`src/rtl/core/rau_pkg.sv`:
```
package rau_pkg;

  localparam int unsigned DefWidth = 32;
  localparam int unsigned IoWidth  = 32;
  localparam int unsigned OpWidth  = 3;

  localparam logic [OpWidth-1:0] OP_ADD = 3'd0;
  localparam logic [OpWidth-1:0] OP_SUB = 3'd1;
  localparam logic [OpWidth-1:0] OP_MUL = 3'd2;
  localparam logic [OpWidth-1:0] OP_DIV = 3'd3;

  // Command to the shared divider and its completion status.
  typedef struct packed {
    logic start;
  } div_cmd_t;

  typedef struct packed {
    logic busy;
    logic done;
  } div_stat_t;

endpackage

```
`src/rtl/core/rau_div.sv`:
```
module rau_div #(
  parameter int unsigned WIDTH = rau_pkg::DefWidth
) (
  input  logic                    clk,
  input  logic                    rst_n,
  input  rau_pkg::div_cmd_t       cmd,
  input  logic signed [WIDTH-1:0] dividend,
  input  logic signed [WIDTH-1:0] divisor,
  output rau_pkg::div_stat_t      stat,
  output logic signed [WIDTH-1:0] quot,
  output logic signed [WIDTH-1:0] rem
);
  import rau_pkg::*;

  localparam int unsigned CntW = $clog2(WIDTH + 1);

  logic             busy_r, busy_nxt;
  logic             done_r, done_nxt;
  logic [CntW-1:0]  cnt_r, cnt_nxt;
  logic [WIDTH-1:0] q_r, q_nxt;
  logic [WIDTH-1:0] p_r, p_nxt;
  logic [WIDTH-1:0] d_r, d_nxt;
  logic             qneg_r, qneg_nxt;
  logic             rneg_r, rneg_nxt;
  logic [WIDTH:0]   trial;
  logic [WIDTH:0]   shifted;

  // Restoring division on magnitudes, one quotient bit per cycle.
  always_comb begin
    busy_nxt = busy_r;
    done_nxt = 1'b0;
    cnt_nxt  = cnt_r;
    q_nxt    = q_r;
    p_nxt    = p_r;
    d_nxt    = d_r;
    qneg_nxt = qneg_r;
    rneg_nxt = rneg_r;
    shifted  = {p_r, q_r[WIDTH-1]};
    trial    = shifted - {1'b0, d_r};
    if (cmd.start) begin
      busy_nxt = 1'b1;
      cnt_nxt  = CntW'(WIDTH);
      q_nxt    = dividend[WIDTH-1] ? -dividend : dividend;
      d_nxt    = divisor[WIDTH-1] ? -divisor : divisor;
      p_nxt    = '0;
      qneg_nxt = dividend[WIDTH-1] ^ divisor[WIDTH-1];
      rneg_nxt = dividend[WIDTH-1];
    end else if (busy_r) begin
      if (!trial[WIDTH]) begin
        p_nxt = trial[WIDTH-1:0];
        q_nxt = {q_r[WIDTH-2:0], 1'b1};
      end else begin
        p_nxt = shifted[WIDTH-1:0];
        q_nxt = {q_r[WIDTH-2:0], 1'b0};
      end
      cnt_nxt = cnt_r - 1'b1;
      if (cnt_r == CntW'(1)) begin
        busy_nxt = 1'b0;
        done_nxt = 1'b1;
      end
    end
  end

  always_ff @(posedge clk) begin
    if (!rst_n) begin
      busy_r <= 1'b0;
      done_r <= 1'b0;
      cnt_r  <= '0;
    end else begin
      busy_r <= busy_nxt;
      done_r <= done_nxt;
      cnt_r  <= cnt_nxt;
    end
    q_r    <= q_nxt;
    p_r    <= p_nxt;
    d_r    <= d_nxt;
    qneg_r <= qneg_nxt;
    rneg_r <= rneg_nxt;
  end

  assign quot = qneg_r ? -q_r : q_r;
  assign rem  = rneg_r ? -p_r : p_r;
  assign stat = '{busy: busy_r, done: done_r};
endmodule

```
`src/rtl/core/rau_seq.sv`:
```
module rau_seq #(
  parameter int unsigned WIDTH = rau_pkg::DefWidth
) (
  input  logic                            clk,
  input  logic                            rst_n,
  input  logic                            in_valid,
  output logic                            in_stall,
  input  logic [rau_pkg::OpWidth-1:0]     in_op,
  input  logic signed [rau_pkg::IoWidth-1:0] in_a_num,
  input  logic signed [rau_pkg::IoWidth-1:0] in_a_den,
  input  logic signed [rau_pkg::IoWidth-1:0] in_b_num,
  input  logic signed [rau_pkg::IoWidth-1:0] in_b_den,
  output logic                            out_valid,
  input  logic                            out_stall,
  output logic signed [rau_pkg::IoWidth-1:0] out_res_num,
  output logic signed [rau_pkg::IoWidth-1:0] out_res_den,
  output logic                            out_res_zero,
  output rau_pkg::div_cmd_t               dcmd,
  output logic signed [WIDTH-1:0]         dvd,
  output logic signed [WIDTH-1:0]         dvs,
  input  rau_pkg::div_stat_t              dstat,
  input  logic signed [WIDTH-1:0]         dquot,
  input  logic signed [WIDTH-1:0]         drem
);
  import rau_pkg::*;

  typedef enum logic [10:0] {
    S_IDLE = 11'b00000000001,
    S_MUL0 = 11'b00000000010,
    S_MUL1 = 11'b00000000100,
    S_MUL2 = 11'b00000001000,
    S_COMB = 11'b00000010000,
    S_GCD  = 11'b00000100000,
    S_GWT  = 11'b00001000000,
    S_DVN  = 11'b00010000000,
    S_DVD  = 11'b00100000000,
    S_FIN  = 11'b01000000000,
    S_OUT  = 11'b10000000000
  } state_t;

  state_t                  st_r, st_nxt;
  logic [OpWidth-1:0]      op_r;
  logic signed [WIDTH-1:0] an_r, ad_r, bn_r, bd_r;
  logic signed [WIDTH-1:0] p0_r, p1_r, p2_r;
  logic signed [WIDTH-1:0] rn_r, rd_r, x_r, y_r, g_r;
  logic signed [WIDTH-1:0] mx, my, mp;
  logic signed [WIDTH-1:0] neg_one;

  function automatic logic signed [WIDTH-1:0] wext(input logic signed [IoWidth-1:0] v);
    logic signed [63:0] e;
    e = 64'(v);
    return e[WIDTH-1:0];
  endfunction

  function automatic logic signed [IoWidth-1:0] oext(input logic signed [WIDTH-1:0] v);
    logic signed [63:0] e;
    e = 64'(v);
    return e[IoWidth-1:0];
  endfunction

  assign neg_one = '1;

  // One shared multiplier, registered after use.
  always_comb begin
    mx = an_r;
    my = bd_r;
    unique case (st_r)
      S_MUL1: begin
        mx = (op_r == OP_MUL) ? an_r : bn_r;
        my = (op_r == OP_MUL) ? bn_r : ((op_r == OP_DIV) ? ad_r : ad_r);
      end
      S_MUL2: begin
        mx = ad_r;
        my = (op_r == OP_DIV) ? bn_r : bd_r;
      end
      default: begin
        mx = an_r;
        my = bd_r;
      end
    endcase
  end
  assign mp = WIDTH'(mx * my);

  always_comb begin
    st_nxt   = st_r;
    dcmd     = '{start: 1'b0};
    dvd      = x_r;
    dvs      = y_r;
    unique case (st_r)
      S_IDLE: if (in_valid) st_nxt = S_MUL0;
      S_MUL0: st_nxt = S_MUL1;
      S_MUL1: st_nxt = S_MUL2;
      S_MUL2: st_nxt = S_COMB;
      S_COMB: st_nxt = S_GCD;
      S_GCD: begin
        if (rn_r == '0 || rd_r == '0) st_nxt = S_OUT;
        else if (x_r == '0 || y_r == '0) begin
          st_nxt = S_DVN;
        end else if (y_r == neg_one) begin
          st_nxt = S_GCD;
        end else begin
          dcmd   = '{start: 1'b1};
          st_nxt = S_GWT;
        end
      end
      S_GWT: if (dstat.done) st_nxt = S_GCD;
      S_DVN: begin
        dvd = rn_r;
        dvs = g_r;
        if (g_r == neg_one) st_nxt = S_DVD;
        else begin
          dcmd   = '{start: 1'b1};
          st_nxt = S_DVD;
        end
      end
      S_DVD: begin
        dvd = rd_r;
        dvs = g_r;
        if (g_r == neg_one) st_nxt = S_FIN;
        else if (dstat.done) begin
          dcmd   = '{start: 1'b1};
          st_nxt = S_FIN;
        end
      end
      S_FIN: if (g_r == neg_one || dstat.done) st_nxt = S_OUT;
      S_OUT: if (!out_stall) st_nxt = S_IDLE;
      default: st_nxt = S_IDLE;
    endcase
  end

  always_ff @(posedge clk) begin
    if (!rst_n) st_r <= S_IDLE;
    else st_r <= st_nxt;
    unique case (st_r)
      S_IDLE: if (in_valid) begin
        op_r <= in_op;
        an_r <= wext(in_a_num);
        ad_r <= wext(in_a_den);
        bn_r <= wext(in_b_num);
        bd_r <= wext(in_b_den);
      end
      S_MUL0: p0_r <= mp;
      S_MUL1: p1_r <= mp;
      S_MUL2: p2_r <= mp;
      S_COMB: begin
        if (op_r == OP_ADD) begin
          rn_r <= p0_r + p1_r; rd_r <= p2_r;
          x_r <= p0_r + p1_r; y_r <= p2_r;
        end else if (op_r == OP_SUB) begin
          rn_r <= p0_r - p1_r; rd_r <= p2_r;
          x_r <= p0_r - p1_r; y_r <= p2_r;
        end else if (op_r == OP_MUL || op_r == OP_DIV) begin
          rn_r <= (op_r == OP_MUL) ? p1_r : p0_r; rd_r <= p2_r;
          x_r <= (op_r == OP_MUL) ? p1_r : p0_r; y_r <= p2_r;
        end else begin
          rn_r <= an_r; rd_r <= ad_r;
          x_r <= an_r; y_r <= ad_r;
        end
      end
      S_GCD: begin
        if (rn_r == '0 || rd_r == '0) begin
          rn_r <= '0;
          rd_r <= WIDTH'(1);
        end else if (x_r == '0) g_r <= y_r;
        else if (y_r == '0) g_r <= x_r;
        else if (y_r == neg_one) begin
          x_r <= y_r;
          y_r <= '0;
        end
      end
      S_GWT: if (dstat.done) begin
        x_r <= y_r;
        y_r <= drem;
      end
      S_DVN: if (g_r == neg_one) rn_r <= -rn_r;
      S_DVD: begin
        if (g_r == neg_one) rd_r <= -rd_r;
        else if (dstat.done) rn_r <= dquot;
      end
      S_FIN: begin
        if (g_r == neg_one) begin
          if (rd_r[WIDTH-1]) begin
            rn_r <= -rn_r;
            rd_r <= -rd_r;
          end
        end else if (dstat.done) begin
          rn_r <= dquot[WIDTH-1] ? -rn_r : rn_r;
          rd_r <= dquot[WIDTH-1] ? -dquot : dquot;
        end
      end
      default: ;
    endcase
  end

  assign in_stall     = (st_r != S_IDLE);
  assign out_valid    = (st_r == S_OUT);
  assign out_res_num  = oext(rn_r);
  assign out_res_den  = oext(rd_r);
  assign out_res_zero = (rn_r == '0);
endmodule

```
`src/rtl/core/rational_arith_unit_top.sv`:
```
// Latency depends on the operands: the Euclid remainder steps and the final divisions by the GCD
// run on the shared bit-serial divider unless the divisor is -1.
// Throughput: one request at a time; in_stall is high until the result is taken.
// Reset: synchronous active-low rst_n returns the sequencer and divider to idle.
// A zero numerator or denominator after combining skips the Euclid loop and yields 0/1.
module rational_arith_unit_top #(
  parameter int unsigned WIDTH = rau_pkg::DefWidth
) (
  input  logic                               clk,
  input  logic                               rst_n,
  input  logic                               in_valid,
  output logic                               in_stall,
  input  logic [rau_pkg::OpWidth-1:0]        in_op,
  input  logic signed [rau_pkg::IoWidth-1:0] in_a_num,
  input  logic signed [rau_pkg::IoWidth-1:0] in_a_den,
  input  logic signed [rau_pkg::IoWidth-1:0] in_b_num,
  input  logic signed [rau_pkg::IoWidth-1:0] in_b_den,
  output logic                               out_valid,
  input  logic                               out_stall,
  output logic signed [rau_pkg::IoWidth-1:0] out_res_num,
  output logic signed [rau_pkg::IoWidth-1:0] out_res_den,
  output logic                               out_res_zero
);
  import rau_pkg::*;

  // The sequencer owns the multiplier, which forms all three cross products
  // one after another, and the Euclid loop; the divider is shared by the
  // remainder steps and by both final divisions by the GCD unless the divisor is -1.
  div_cmd_t                dcmd;
  div_stat_t               dstat;
  logic signed [WIDTH-1:0] dvd, dvs, dquot, drem;

  rau_seq #(.WIDTH(WIDTH)) u_seq (
    .clk, .rst_n, .in_valid, .in_stall, .in_op, .in_a_num, .in_a_den,
    .in_b_num, .in_b_den, .out_valid, .out_stall, .out_res_num,
    .out_res_den, .out_res_zero, .dcmd, .dvd, .dvs, .dstat, .dquot, .drem
  );

  rau_div #(.WIDTH(WIDTH)) u_div (
    .clk, .rst_n, .cmd(dcmd), .dividend(dvd), .divisor(dvs), .stat(dstat),
    .quot(dquot), .rem(drem)
  );
endmodule

```
`config.mk`:
```
export PLATFORM = sky130hd
export DESIGN_NAME = rational_arith_unit_top
export DESIGN_NICKNAME = d
export VERILOG_FILES = /design/src/rtl/core/rau_pkg.sv /design/src/rtl/core/rau_div.sv /design/src/rtl/core/rau_seq.sv /design/src/rtl/core/rational_arith_unit_top.sv
export SDC_FILE = /design/constraint.sdc
export NUM_CORES = 2
export LEC_CHECK = 0
export BUFFER_PORTS_ARGS = -buffer_cell sky130_fd_sc_hd__buf_2
export CORE_MARGIN = 5
export CORE_UTILIZATION = 40
export CTS_BUF_LIST = sky130_fd_sc_hd__clkbuf_4 sky130_fd_sc_hd__clkbuf_8 sky130_fd_sc_hd__clkbuf_16
export DETAILED_ROUTE_END_ITERATION = 8
export GPL_ROUTABILITY_DRIVEN = 0
export HOLD_SLACK_MARGIN = 0.05
export PLACE_DENSITY_LB_ADDON = 0.3
export SLEW_MARGIN = 20
export SYNTH_ARGS = -nofsm -noshare
export SYNTH_HDL_FRONTEND = slang
export SYNTH_SLANG_ARGS = --single-unit
```
`constraint.sdc`:
```
create_clock -name clk -period 11.6 [get_ports clk]
set_input_delay 1.74 -clock clk [delete_from_list [all_inputs] [get_ports clk]]
set_output_delay 1.74 -clock clk [all_outputs]
set_load 0.01 [all_outputs]
```
# Word-level counts from Yosys, hierarchy flattened
# Cells that the tools add are included.
# classes
addsub,11
multipliers,1
eq_ne,35
muxes,75
bitwise_logic,4
n_reduce_logical,24
# op_table
operator,count
32-bit two-way mux,43
32-bit negation,7
32-bit case mux with 2 select lines,3
32-bit case mux with 3 select lines,2
32-bit case mux with 5 select lines,1
32-bit zero test,4
32-bit case mux with 4 select lines,1
11-bit case mux with 11 select lines,1
11-bit two-way mux,8
"32-bit by 1-bit == test with 1-bit output, second input constant",2
33-bit by 32-bit subtractor with 33-bit output,1
32-bit adder,1
32-bit by 32-bit multiplier with 32-bit output,1
32-bit subtractor,1
31-bit two-way mux,1
"2-bit by 1-bit != test with 1-bit output, second input constant",7
6-bit two-way mux,2
"2-bit != test, second input constant",6
"11-bit by 1-bit == test with 1-bit output, second input constant",1
"11-bit by 10-bit == test with 1-bit output, second input constant",1
"11-bit == test, second input constant",1
"11-bit by 2-bit == test with 1-bit output, second input constant",1
"11-bit by 3-bit == test with 1-bit output, second input constant",1
"11-bit by 4-bit == test with 1-bit output, second input constant",1
31 further kinds,52
# totals
reg_bits,504
output_inout_bits,67
elab_cells,175

# Depth between registers and ports, before layout
# logic_depth
word_depth,7
depth_mapped,37
mapped_depth_nobuf,32

# Hierarchy
# A second synthesis with hierarchy kept.
# unflattened
cells_unflattened,5038
area_unflattened_um2,47362.9
# by_module_without_submodules
mod,n_inst,cells_each,area_per_inst_um2,seq_area_each_um2
rau_seq,1,4067,38943.6,11841.4
rau_div,1,971,8419.3,2782.7

# Worst setup path before layout
# OpenSTA, ideal clock, no wires.
# synth_timing
kind,reg2reg
start,register u_seq.st_r[7]
end,register u_seq.p0_r[29] (data pin)
setup_time_ps,267
t_arrival_ps,9122
slack_ps,2211
path_stages_with_launch,35
n_path_buf,5
cell_sequence,dfxtp_1 -> clkbuf_1 -> nor3_1 -> and2_1 -> nand2_2 -> buf_6 -> clkbuf_1 -> clkbuf_1 -> a221oi_1 -> clkbuf_1 -> nor2_1 -> fa_1 -> fa_1 -> fa_1 -> inv_1 -> fa_1 -> inv_1 -> fa_1 -> inv_1 -> fa_1 -> inv_1 -> fa_1 -> fa_1 -> ha_1 -> a21o_1 -> a21o_1 -> a21oi_1 -> o21ai_0 -> a21oi_1 -> nor2b_1 -> o21a_1 -> a2111oi_0 -> o31a_1 -> nor2b_1 -> xnor2_1
# synth_via
elab_chain_cells,3
word_cells_on_any_way,5
classes_between,mul (1); eq/ne (2); mux (2)
# synth_lines
item,line,text
from (decl),rau_seq.sv:41,"state_t st_r, st_nxt;"
from (signal assigned),rau_seq.sv:133,else st_r <= st_nxt;
11-bit by 4-bit == test with 1-bit output / 11-bit by 3-bit == test with 1-bit output (equally long branches),rau_seq.sv:67,unique case (st_r)
32-bit case mux with 2 select lines,rau_seq.sv:67,
32-bit by 32-bit multiplier with 32-bit output *,rau_seq.sv:82,assign mp = WIDTH'(mx * my);
via u_seq.mp[29],rau_seq.sv:46,"logic signed [WIDTH-1:0] mx, my, mp;"
to (signal assigned),rau_seq.sv:142,S_MUL0: p0_r <= mp;
to (decl),rau_seq.sv:44,"logic signed [WIDTH-1:0] p0_r, p1_r, p2_r;"
# Mark *: on every way through the listed nets, which the timed path passes. The rest lies on a longest branch.
# A chain may end at the register's enable or synchronous reset.

# Worst setup path after layout
# layout_timing
start,register u_seq.st_r[2]
end,register u_seq.p1_r[29] (data pin)
# layout_via
elab_chain_cells,3
word_cells_on_any_way,5
classes_between,mul (1); eq/ne (2); mux (2)
# layout_lines
item,line,text
11-bit by 4-bit == test with 1-bit output / 11-bit by 3-bit == test with 1-bit output (equally long branches),rau_seq.sv:67,
32-bit case mux with 2 select lines,rau_seq.sv:67,
32-bit by 32-bit multiplier with 32-bit output *,rau_seq.sv:82,
via u_seq.mp[29],rau_seq.sv:46,
to (signal assigned),rau_seq.sv:143,S_MUL1: p1_r <= mp;
to (decl),rau_seq.sv:44,
# Marks and branches as above.

==> flow_metrics.tcl <==
set metrics [dict create \
    status "finished clean" \
    die_area_sq_um 129000 \
    drc 0 \
    setup_tns_ps 0 \
    core-area_sq_um 122000 \
    yosys_warnings 0 \
    cts_resized 0 \
    clk_latency_ps 730 \
    grtUsageTotal_pct 28.0 \
    endpoint_kind "flip-flop" \
    drive_above_1_share_pct 9.12 \
    slew_headroom_pct 11.6 \
    numCtsBuffers 59 \
    syn_area_per_cell_sq_um 9.19 \
    cts_hold_buf 0 \
    synth_area_leaders "edfxtp_1 28%, fa_1 17%, ha_1 6.5%" \
    tritoncts "built" \
    rsz0062_at_grt "no" \
    cpMostUsedCell "fa_1" \
    yosysTopAreaCell "edfxtp_1" \
    crit_fanout 15 \
    tightest_slew_ps 1290 \
    cap_viol_max_count 0 \
    routed_via_density 5.98 \
    dp_hpwl_um 149000 \
    layout_commonest_cell "inv_1" \
    finalClockSkew_ps 96.0 \
    postCtsSetupRepairBufs 0 \
    r2r_slack_ps 1020 \
    critPathKind "reg2reg" \
    grt_first_pass_wirelength_um 273000 \
    clock.fmax_mhz 94.5 \
    syn-num-nets 6111 \
    antenna_found_initial 20 \
    synth_seq_area_share_pct 30.0 \
    die_h_um 359 \
    grt_max_degree 73 \
    hp-class "reg2reg" \
    routed_wl_um 186000 \
    first_global_vias 41000 \
    required_ps 12010 \
    cp-start-kind "flip-flop" \
    dr_total_vias 42400 \
    io_buffers 201 \
    antenna_left 0 \
    final_cell_mix "619 x inv_1, 601 x nor2_1, 482 x nand2_1" \
    post-route-min-period_ps 10580 \
    die_w_um 359 \
    syn_inst 5312 \
    setup_violations 0 \
    clkTransAtPathRegs_ps 60 \
    rows 128 \
    synthFlopType "edfxtp_1" \
    async_flop_share_pct 0 \
    drt_iter0_drc 5147 \
    final_nets 6199 \
    crit_arrival_ps 10990 \
    whs_path_depth 2 \
    synth_top_area_share_pct 27.9 \
    ios 202 \
    areaGrowthSynthToFinish_pct 10.1 \
    clock_path_buffers 3 \
    reg2reg_depth 32 \
    synth_cell_types 100 \
    dr.pass1.iters 6 \
    slowest_stage "nor4b_2" \
    fin_crit_sh_pct 91.2 \
    ys_ff_latch 504 \
    start_util_pct 40.2 \
    netlist_area_sq_um 48800 \
    cts-root-buf "clkbuf_16" \
    ctsHtreeMaxLevel 2 \
    gr-total-overflow 0 \
    wl_per_cell_um 26.3 \
    synth-edff-count 453 \
    hold_viol_final 0 \
    critPathMaxStageDelay_ps 850 \
    cts_sinks 504 \
    maxSlewViolCount 0 \
]
==> per-layer routing <==
layer	track usage (%)	share of wire, %	wire length (um)
met2	43.0	43	80900
met3	7.23	11	19600
met4	18.0	8.1	15100
met1	35.1	38	70600
met5	0	0.061	114
==> sequential cells by signal (all words and copies together) (netlist names) <==
signal,count
u_div.qneg_r,1
u_seq.p2_r,32
u_seq.g_r,32
u_seq.op_r,3
u_seq.ad_r,32
u_div.d_r,32
u_div.cnt_r,6
u_seq.p1_r,32
u_seq.bn_r,32
u_seq.out_res_den,32
u_seq.bd_r,32
u_seq.y_r,32
u_div.q_r,32
u_div.busy_r,1
u_seq.an_r,32
u_div.p_r,32
u_seq.x_r,32
u_seq.p0_r,32
u_seq.out_res_num,32
u_div.done_r,1
u_div.rneg_r,1
u_seq.st_r,11
==> cell usage after synthesis, types with 28 or more instances <==
cell type	number
inv_1	619
nor2_1	604
nand2_1	484
edfxtp_1	453
fa_1	411
a21oi_1	294
o21ai_0	259
ha_1	253
xnor2_1	210
clkbuf_1	201
xor2_1	133
mux2i_1	109
nor3_1	97
a21o_1	92
o22ai_1	61
nand2b_1	55
dfxtp_1	51
and2_1	47
nand3_1	47
a22oi_1	46
nor4_1	45
o31ai_1	43
nand4_1	42
nor2b_1	41
a31oi_1	39
o221ai_1	39
or3_1	29
buf_2	28
==> stage by stage <==
| step | setup WS, ps | hold slack, ps | area, sq um | instances | utilization (%) |
|---|---|---|---|---|---|
| final | 1020 | 499 | 53700 | 7085 | 44.2 |
| after detailed placement | 1160 | 492 | 51600 | 6963 | 42.5 |
| after CTS | 1120 | 501 | 53700 | 7073 | 44.2 |
| after global routing | 435 | 521 | 53700 | 7074 | 44.2 |
| after floorplan | 2210 | 469 | 48800 | 5312 | - |
| after global placement | 1320 | 486 | 51600 | 6963 | 42.5 |
==> cells by family (layout without fill, tap and decap cells) <==
group,Yosys count,in the layout,synth area share [%]
and+or+nand+nor,1610,1610,15.1
adders and majority gates,664,664,23.3
DFF,504,504,30.0
buffers and inverters,889,1026,7.04
xor gates and xnor gates,345,345,6.25
muxes,119,119,2.49
other,0,11,0
AOI/OAI and AO/OA,1181,1181,15.8
==> area by class of cell <==
| type | count | area (sq um) |
|---|---|---|
| tap | 1625 | 2030 |
| multi-input combinational | 3919 | 30900 |
| timing repair buffer | 296 | 1720 |
| antenna | 11 | 27.5 |
| clock inverter | 40 | 493 |
| fill | 11700 | 67800 |
| sequential | 504 | 14600 |
| clock buffer | 70 | 1570 |
| inverter | 620 | 2330 |
==> final timing paths <==
path | startpoint | end
max reg2reg | u_seq.st_r[2]$_SDFFE_PN0P_ | u_seq.p1_r[29]$_DFFE_PP_
min | u_div.cnt_r[1]$_SDFFE_PP0P_ | u_div.cnt_r[1]$_SDFFE_PP0P_
min reg2reg | u_div.cnt_r[1]$_SDFFE_PP0P_ | u_div.cnt_r[1]$_SDFFE_PP0P_
max | u_seq.st_r[2]$_SDFFE_PN0P_ | u_seq.p1_r[29]$_DFFE_PP_
==> critical path: cells and delay by family, from the launching register on <==
kind / cells / cell delay, ps
AOI/OAI and AO/OA: 8 / 1930
DFF: 1 / 490
xor gates and xnor gates: 1 / 110
muxes: 1 / 340
buffers and inverters: 6 / 630
and+or+nand+nor: 7 / 2570
adders and majority gates: 9 / 4170
Power is not shown: default switching activity piles up to over one toggle a cycle in this logic, so the estimate is an artifact.
